### src/rtl/ddrm_pkg.sv
`timescale 1ns / 1ps

package ddrm_pkg;

  // H-bridge direction codes
  typedef enum logic [1:0] {
    DRIVE_STOP = 2'd0,
    DRIVE_FWD  = 2'd1,
    DRIVE_REV  = 2'd2
  } drive_t;

  // Request source codes
  localparam logic OP_PAD    = 1'b0;
  localparam logic OP_SENSOR = 1'b1;

  // Active-low gamepad button positions
  localparam int BTN_RIGHT = 0;
  localparam int BTN_LEFT  = 1;
  localparam int BTN_DOWN  = 2;
  localparam int BTN_UP    = 3;
  localparam int BTN_START = 4;

  localparam logic signed [7:0] FULL_POS = 8'sd127;
  localparam logic signed [7:0] FULL_NEG = -8'sd127;
  localparam logic signed [7:0] CRUISE   = 8'sd80;
  localparam logic signed [7:0] HALF_POS = 8'sd64;
  localparam logic signed [7:0] HALF_NEG = -8'sd64;

  typedef struct packed {
    logic signed [7:0] speed;
    logic signed [7:0] turn;
  } target_t;

  // Steering table for the line detector pattern
  function automatic target_t sensor_target(input logic [3:0] pat);
    target_t t;
    t.speed = 8'sd0;
    t.turn  = 8'sd0;
    case (pat)
      4'b0110: begin t.speed = FULL_POS; t.turn = 8'sd0;    end
      4'b0100: begin t.speed = FULL_POS; t.turn = HALF_NEG; end
      4'b1100: begin t.speed = CRUISE;   t.turn = HALF_NEG; end
      4'b1000: begin t.speed = 8'sd0;    t.turn = FULL_NEG; end
      4'b1110: begin t.speed = 8'sd0;    t.turn = FULL_NEG; end
      4'b0010: begin t.speed = FULL_POS; t.turn = HALF_POS; end
      4'b0011: begin t.speed = CRUISE;   t.turn = HALF_POS; end
      4'b0001: begin t.speed = 8'sd0;    t.turn = FULL_POS; end
      4'b0111: begin t.speed = 8'sd0;    t.turn = FULL_POS; end
      4'b0000: begin t.speed = CRUISE;   t.turn = 8'sd0;    end
      4'b1111: begin t.speed = FULL_POS; t.turn = 8'sd0;    end
      default: begin t.speed = 8'sd0;    t.turn = 8'sd0;    end
    endcase
    return t;
  endfunction

  // Step one count toward the target
  function automatic logic signed [7:0] ramp_step(input logic signed [7:0] cur,
                                                  input logic signed [7:0] tgt);
    logic signed [7:0] res;
    res = cur;
    if (cur > tgt) begin
      res = cur - 8'sd1;
    end else if (cur < tgt) begin
      res = cur + 8'sd1;
    end
    return res;
  endfunction

  // Limit a mixed value to the motor range
  function automatic logic signed [7:0] clamp_level(input logic signed [9:0] v);
    logic signed [7:0] res;
    if (v > 10'sd127) begin
      res = FULL_POS;
    end else if (v < -10'sd127) begin
      res = FULL_NEG;
    end else begin
      res = v[7:0];
    end
    return res;
  endfunction

  function automatic drive_t drive_code(input logic signed [7:0] v);
    drive_t res;
    if (v > 8'sd0) begin
      res = DRIVE_FWD;
    end else if (v < 8'sd0) begin
      res = DRIVE_REV;
    end else begin
      res = DRIVE_STOP;
    end
    return res;
  endfunction

  // PWM compare value: twice the magnitude
  function automatic logic [7:0] duty_of(input logic signed [7:0] v);
    logic [7:0] mag;
    mag = v[7] ? 8'(-v) : 8'(v);
    return {mag[6:0], 1'b0};
  endfunction

endpackage

### src/rtl/differential_drive_ramp_mixer.sv
`timescale 1ns / 1ps

// Differential-drive ramp mixer. Each request is a gamepad tick (active-low
// up/down/left/right/start) or a line-sensor tick (4-bit pattern looked up in a
// steering table); either sets a target speed and turn, and the held speed and
// turn step by one toward them. The two are mixed into left and right levels in
// -127..127, giving an H-bridge code and a PWM duty of twice the magnitude per
// motor. A gamepad start press changes nothing and raises out_stop_requested,
// with the held levels shown. One request is taken every cycle while no result
// stalls; each passes the input register, the ramp stage register and the mix
// stage (one 7x7 multiplier and a divide by 127 done by shift and add) into the
// result register. A stalled result holds the whole pipe and stalls the input.
module differential_drive_ramp_mixer (
  input  logic                   clk,
  input  logic                   rst_n,
  input  logic                   in_valid,
  output logic                   in_stall,
  input  logic                   in_op,
  input  logic [7:0]             in_pad_buttons,
  input  logic [3:0]             in_line_sensors,
  output logic                   out_valid,
  input  logic                   out_stall,
  output ddrm_pkg::drive_t       out_left_drive,
  output ddrm_pkg::drive_t       out_right_drive,
  output logic [7:0]             out_left_duty,
  output logic [7:0]             out_right_duty,
  output logic                   out_stop_requested
);

  import ddrm_pkg::*;

  logic adv;

  // Input register
  logic       a_valid_r;
  logic       a_op_r;
  logic [7:0] a_pad_r;
  logic [3:0] a_sens_r;

  // Ramp stage register
  logic              b_valid_r;
  logic              b_stop_r;
  logic signed [7:0] b_s_r;
  logic signed [7:0] b_d_r;

  // Held state
  logic signed [7:0] speed_r, speed_nxt;
  logic signed [7:0] turn_r, turn_nxt;
  logic signed [7:0] left_level_r, left_level_nxt;
  logic signed [7:0] right_level_r, right_level_nxt;

  // Result register
  logic       out_valid_r;
  drive_t     out_left_drive_r, out_right_drive_r;
  logic [7:0] out_left_duty_r, out_right_duty_r;
  logic       out_stop_r;

  // Move the whole pipe unless a result waits on a stalled receiver
  assign adv      = !out_valid_r || !out_stall;
  assign in_stall = !adv;

  // Capture the request
  always_ff @(posedge clk) begin
    if (!rst_n) begin
      a_valid_r <= 1'b0;
    end else if (adv) begin
      a_valid_r <= in_valid;
    end
    if (adv) begin
      a_op_r   <= in_op;
      a_pad_r  <= in_pad_buttons;
      a_sens_r <= in_line_sensors;
    end
  end

  // Decode the target and ramp speed and turn
  logic    stop_req;
  target_t tgt;

  always_comb begin
    stop_req = 1'b0;
    tgt      = sensor_target(a_sens_r);
    if (a_op_r == OP_PAD) begin
      stop_req   = !a_pad_r[BTN_START];
      tgt.speed  = 8'sd0;
      tgt.turn   = 8'sd0;
      if (!a_pad_r[BTN_UP]) begin
        tgt.speed = FULL_POS;
      end
      if (!a_pad_r[BTN_DOWN]) begin
        tgt.speed = FULL_NEG;
      end
      if (!a_pad_r[BTN_LEFT]) begin
        tgt.turn = FULL_NEG;
      end
      if (!a_pad_r[BTN_RIGHT]) begin
        tgt.turn = FULL_POS;
      end
    end
    speed_nxt = ramp_step(speed_r, tgt.speed);
    turn_nxt  = ramp_step(turn_r, tgt.turn);
  end

  always_ff @(posedge clk) begin
    if (!rst_n) begin
      b_valid_r <= 1'b0;
      speed_r   <= 8'sd0;
      turn_r    <= 8'sd0;
    end else if (adv) begin
      b_valid_r <= a_valid_r;
      if (a_valid_r && !stop_req) begin
        speed_r <= speed_nxt;
        turn_r  <= turn_nxt;
      end
    end
    if (adv) begin
      b_stop_r <= stop_req;
      b_s_r    <= speed_nxt;
      b_d_r    <= turn_nxt;
    end
  end

  // Mix speed and turn into motor levels
  logic [6:0]        d_mag;
  logic [6:0]        inner;
  logic [13:0]       prod;
  logic [14:0]       quot_sum;
  logic signed [9:0] scaled;
  logic signed [9:0] s_w, d_w;
  logic signed [9:0] l_mix, r_mix;

  always_comb begin
    d_mag    = b_d_r[7] ? 7'(-b_d_r) : b_d_r[6:0];
    inner    = 7'd127 - d_mag;
    prod     = 14'(b_s_r[6:0]) * 14'(inner);
    // exact divide by 127 for every product here (at most 127*127)
    quot_sum = 15'(prod) + 15'(prod >> 7) + 15'd1;
    scaled   = 10'($unsigned(quot_sum[13:7]));
    s_w      = 10'(b_s_r);
    d_w      = 10'(b_d_r);
    l_mix    = s_w;
    r_mix    = s_w;
    if (b_d_r != 8'sd0) begin
      if (!b_s_r[7]) begin
        if (b_d_r[7]) begin
          l_mix = s_w + d_w;
          r_mix = scaled - d_w;
        end else begin
          r_mix = s_w - d_w;
          l_mix = scaled + d_w;
        end
      end else begin
        if (b_d_r[7]) begin
          r_mix = s_w - d_w;
        end else begin
          l_mix = s_w + d_w;
        end
      end
    end
    if (b_stop_r) begin
      left_level_nxt  = left_level_r;
      right_level_nxt = right_level_r;
    end else begin
      left_level_nxt  = clamp_level(l_mix);
      right_level_nxt = clamp_level(r_mix);
    end
  end

  // Hold the levels and register the result
  always_ff @(posedge clk) begin
    if (!rst_n) begin
      out_valid_r   <= 1'b0;
      left_level_r  <= 8'sd0;
      right_level_r <= 8'sd0;
    end else if (adv) begin
      out_valid_r <= b_valid_r;
      if (b_valid_r) begin
        left_level_r  <= left_level_nxt;
        right_level_r <= right_level_nxt;
      end
    end
    if (adv) begin
      out_left_drive_r  <= drive_code(left_level_nxt);
      out_right_drive_r <= drive_code(right_level_nxt);
      out_left_duty_r   <= duty_of(left_level_nxt);
      out_right_duty_r  <= duty_of(right_level_nxt);
      out_stop_r        <= b_stop_r;
    end
  end

  assign out_valid          = out_valid_r;
  assign out_left_drive     = out_left_drive_r;
  assign out_right_drive    = out_right_drive_r;
  assign out_left_duty      = out_left_duty_r;
  assign out_right_duty     = out_right_duty_r;
  assign out_stop_requested = out_stop_r;

endmodule

### config.mk
export PLATFORM = sky130hd
export DESIGN_NAME = differential_drive_ramp_mixer
export DESIGN_NICKNAME = d
export VERILOG_FILES = /design/src/rtl/ddrm_pkg.sv /design/src/rtl/differential_drive_ramp_mixer.sv
export SDC_FILE = /design/constraint.sdc
export NUM_CORES = 1
export LEC_CHECK = 0
export BUFFER_PORTS_ARGS = -buffer_cell sky130_fd_sc_hd__buf_2
export CAP_MARGIN = 40
export CORE_ASPECT_RATIO = 1.75
export CORE_MARGIN = 4
export CORE_UTILIZATION = 65
export CTS_CLUSTER_SIZE = 14
export DETAILED_ROUTE_END_ITERATION = 7
export GPL_ROUTABILITY_DRIVEN = 0
export GPL_TIMING_DRIVEN = 0
export PLACE_DENSITY = 0.82
export SLEW_MARGIN = 40
export SYNTH_ARGS = -nofsm -noshare
export SYNTH_HDL_FRONTEND = slang
export SYNTH_SLANG_ARGS = --single-unit
export TNS_END_PERCENT = 5
### constraint.sdc
create_clock -name clk -period 24.4 [get_ports clk]
set_clock_uncertainty 0.1 [all_clocks]
set_input_delay 4.88 -clock clk [delete_from_list [all_inputs] [get_ports clk]]
set_output_delay 4.88 -clock clk [all_outputs]
set_load 0.02 [all_outputs]
==> impl_metrics.json <==
{
  "status": "finished clean",
  "cts_root_buf": "clkbuf_16",
  "antenna_found_initial": 0,
  "grt_max_degree": 39,
  "cp_data_arrival_time_ns": 11.45,
  "fin_nets": 1222,
  "wl_per_cell_um": 18.5,
  "drc": 0,
  "reg2regPathDepth": 40,
  "min_to": "left_level_r[0]",
  "cts_buffers": 9,
  "drt_wl_total_um": 23300,
  "regToRegEndpoint": "out_left_duty[5]",
  "timing.fmax_mhz": 87.2,
  "syn_area_sq_mm": 0.00888,
  "synth_top_area_cell": "edfxtp_1",
  "drv_cap": 0,
  "grt_usage": 0.312,
  "critPathRequiredTime_ns": 24.38,
  "cpPeakStageDelay_ns": 0.70,
  "maxSlewHeadroom": 0.407,
  "insertion_delay_ns": 0.34,
  "hold_slack_ns": 0.352,
  "port_buffers": 34,
  "min_period_over_period": 0.470,
  "final_hold_viol_count": 0,
  "synth_edf_count": 46,
  "clock_sinks": 87,
  "rsz0062_at_grt": "false",
  "diodes": 0,
  "die_area_sq_mm": 0.0157,
  "die_x_um": 96.4,
  "cts_tree": "done",
  "viasPerCell": 6.37,
  "finalSetupTns_ns": 0,
  "crit_slowest_cell": "xnor2_1",
  "placementRows": 56,
  "worst-r2r-setup-slack_ns": 12.93,
  "synthToLayoutAreaGrowth_pct": 7.68,
  "clkTransAtPathRegs_ns": 0.06,
  "post_cts_buffers": 0,
  "hold_buffers": 0,
  "hold_start": "left_level_r[0]",
  "fin_util": 0.715,
  "place_area_sq_mm": 0.00930,
  "core_sq_mm": 0.0134,
  "ys_ff_latch": 87,
  "first_pass_iters": 5,
  "async_flop_share": 0,
  "ys.flop_type": "edfxtp_1",
  "crit_path_start_kind": "flip-flop",
  "postRouteAntennaNets": 0,
  "n_fill_cell": 1076,
  "worstReg2RegStart": "b_d_r[7]",
  "drive_above_1_share": 0.0865,
  "cpLargestDelayFamily": "adder cells",
  "crit_fanout": 10,
  "setup_violations": 0,
  "start_util": 0.664,
  "grt_pass1_vias": 7980,
  "netlist_top_cells_area": "edfxtp_1 (16%), ha_1 (13%), dfxtp_1 (9.2%)",
  "drv_slew": 0,
  "hpwl_um": 18400,
  "tightest_slew_ns": 0.883,
  "cts-resized-gates": 0,
  "pin_count": 40,
  "yosys_warnings": 0,
  "grt_pass1_wl_um": 38200,
  "drtIter0Drc": 616,
  "hold_path_class": "reg -> reg",
  "htree_levels": 3,
  "clk_path_buf_depth": 2,
  "end_kind": "flip-flop",
  "ys_seq_area_frac": 0.248,
  "synth_cell_types": 89,
  "syn_avg_cell_area_sq_um": 8.58,
  "final_cell_area_sq_mm": 0.00957,
  "grt-ovfl-total": 0,
  "path_buf_inv": 7,
  "crit_type": "reg -> reg",
  "via_count": 8030,
  "netlist.area_leader.share": 0.155,
  "min_path_cells": 2,
  "synth_cells": 1035,
  "fin_crit_ns": 11.47,
  "die_h_um": 163
}
## stage by stage
step | cells | setup WS, ns
CTS | 1261 | 13.35
global placement | 1244 | 12.32
global route | 1261 | 12.27
detailed placement | 1245 | 13.41
finish | 1261 | 12.93
floorplan | 1036 | 13.11
## worst max path at each step
stage,end,slack [ns],depth (start not counted),startpoint
global route,out_left_duty[7],12.27,40,b_d_r[7]
finish,out_left_duty[5],12.93,40,b_d_r[7]
detailed placement,out_left_duty[5],13.41,41,b_d_r[7]
floorplan,in_stall,13.11,2,out_stall
global placement,in_stall,12.32,4,out_stall
CTS,out_left_duty[5],13.35,40,b_d_r[7]
## flip-flops by register name, indices dropped and copies added, names as in the netlist, 4 cells and up, named ones only
signal          cells
turn_r              8
b_d_r               8
speed_r             8
right_level_r       8
out_right_duty      7
out_left_duty       7
left_level_r        8
b_s_r               8
a_pad_r             5
a_sens_r            4
## routing by layer
metal / track usage / up-vias / wire length (um)
met5: 0 / - / 0
met4: 0.225 / 0 / 1890
met3: 0.0509 / 137 / 1250
met2: 0.550 / 343 / 12000
met1: 0.323 / 3771 / 8180
li1: - / 3779 / -
## layout make-up
| type | instances | area, sq um | area share |
|---|---|---|---|
| plain buffers | 43 | 180 | 0.0188 |
| clock buffers | 15 | 258 | 0.0269 |
| clock inverters | 1 | 5.00 | 0.000523 |
| inverters | 69 | 259 | 0.0271 |
| multi-input cells | 837 | 6250 | 0.654 |
| flip-flops and latches | 87 | 2200 | 0.230 |
| well taps | 174 | 218 | 0.0228 |
| repair buffers | 35 | 190 | 0.0199 |
## tightest hold or removal path, cell delays in order, from the launching register on
cell and delay [ns]:
dfxtp_1 0.31, nand2_1 0.05, a21oi_1 0.05
## synth_stat cells (all sizes together) (6+ instances only)
cell / count
inv: 66
buf: 12
clkbuf: 31
xnor2: 35
and2: 40
nor3b: 7
mux2: 8
nand2b: 24
o211ai: 13
a31oi: 9
o21ai: 41
a211oi: 17
xor2: 29
nand4: 11
nor4: 6
dfxtp: 41
edfxtp: 46
o31ai: 12
or3: 10
nand2: 106
a22oi: 6
ha: 95
nand3: 20
a21oi: 65
o22ai: 9
mux2i: 23
a21o: 7
or2: 6
fa: 28
o21a: 19
o31a: 6
nor2b: 14
nor3: 21
nor2: 86
## cell families after synthesis
group                    synth area share
AND/OR/NAND/NOR                     0.202
adder cells (fa/ha/maj)             0.199
AO/OA/AOI/OAI                       0.196
other                            0.000422
buffers and inverters              0.0494
flip-flops                          0.248
XOR/XNOR                           0.0658
multiplexers                       0.0390
## layout by cell type, fill, tap and decap left out, types with 8 or more instances in the layout
master / instances
nand2_1: 105
ha_1: 95
nor2_1: 85
inv_1: 63
a21oi_1: 63
edfxtp_1: 46
dfxtp_1: 41
and2_1: 39
buf_2: 37
clkbuf_1: 36
xnor2_1: 35
o21ai_0: 31
xor2_1: 29
fa_1: 28
nand2b_1: 24
mux2i_1: 23
nand3_1: 20
nor3_1: 20
o21a_1: 19
a211oi_1: 16
nor2b_1: 14
o211ai_1: 12
nand4_1: 11
o31ai_1: 11
or3_1: 10
o22ai_1: 9
clkbuf_16: 9
a31oi_1: 8
Power is not shown: default switching activity piles up to over one toggle a cycle in this logic, so the estimate is an artifact.
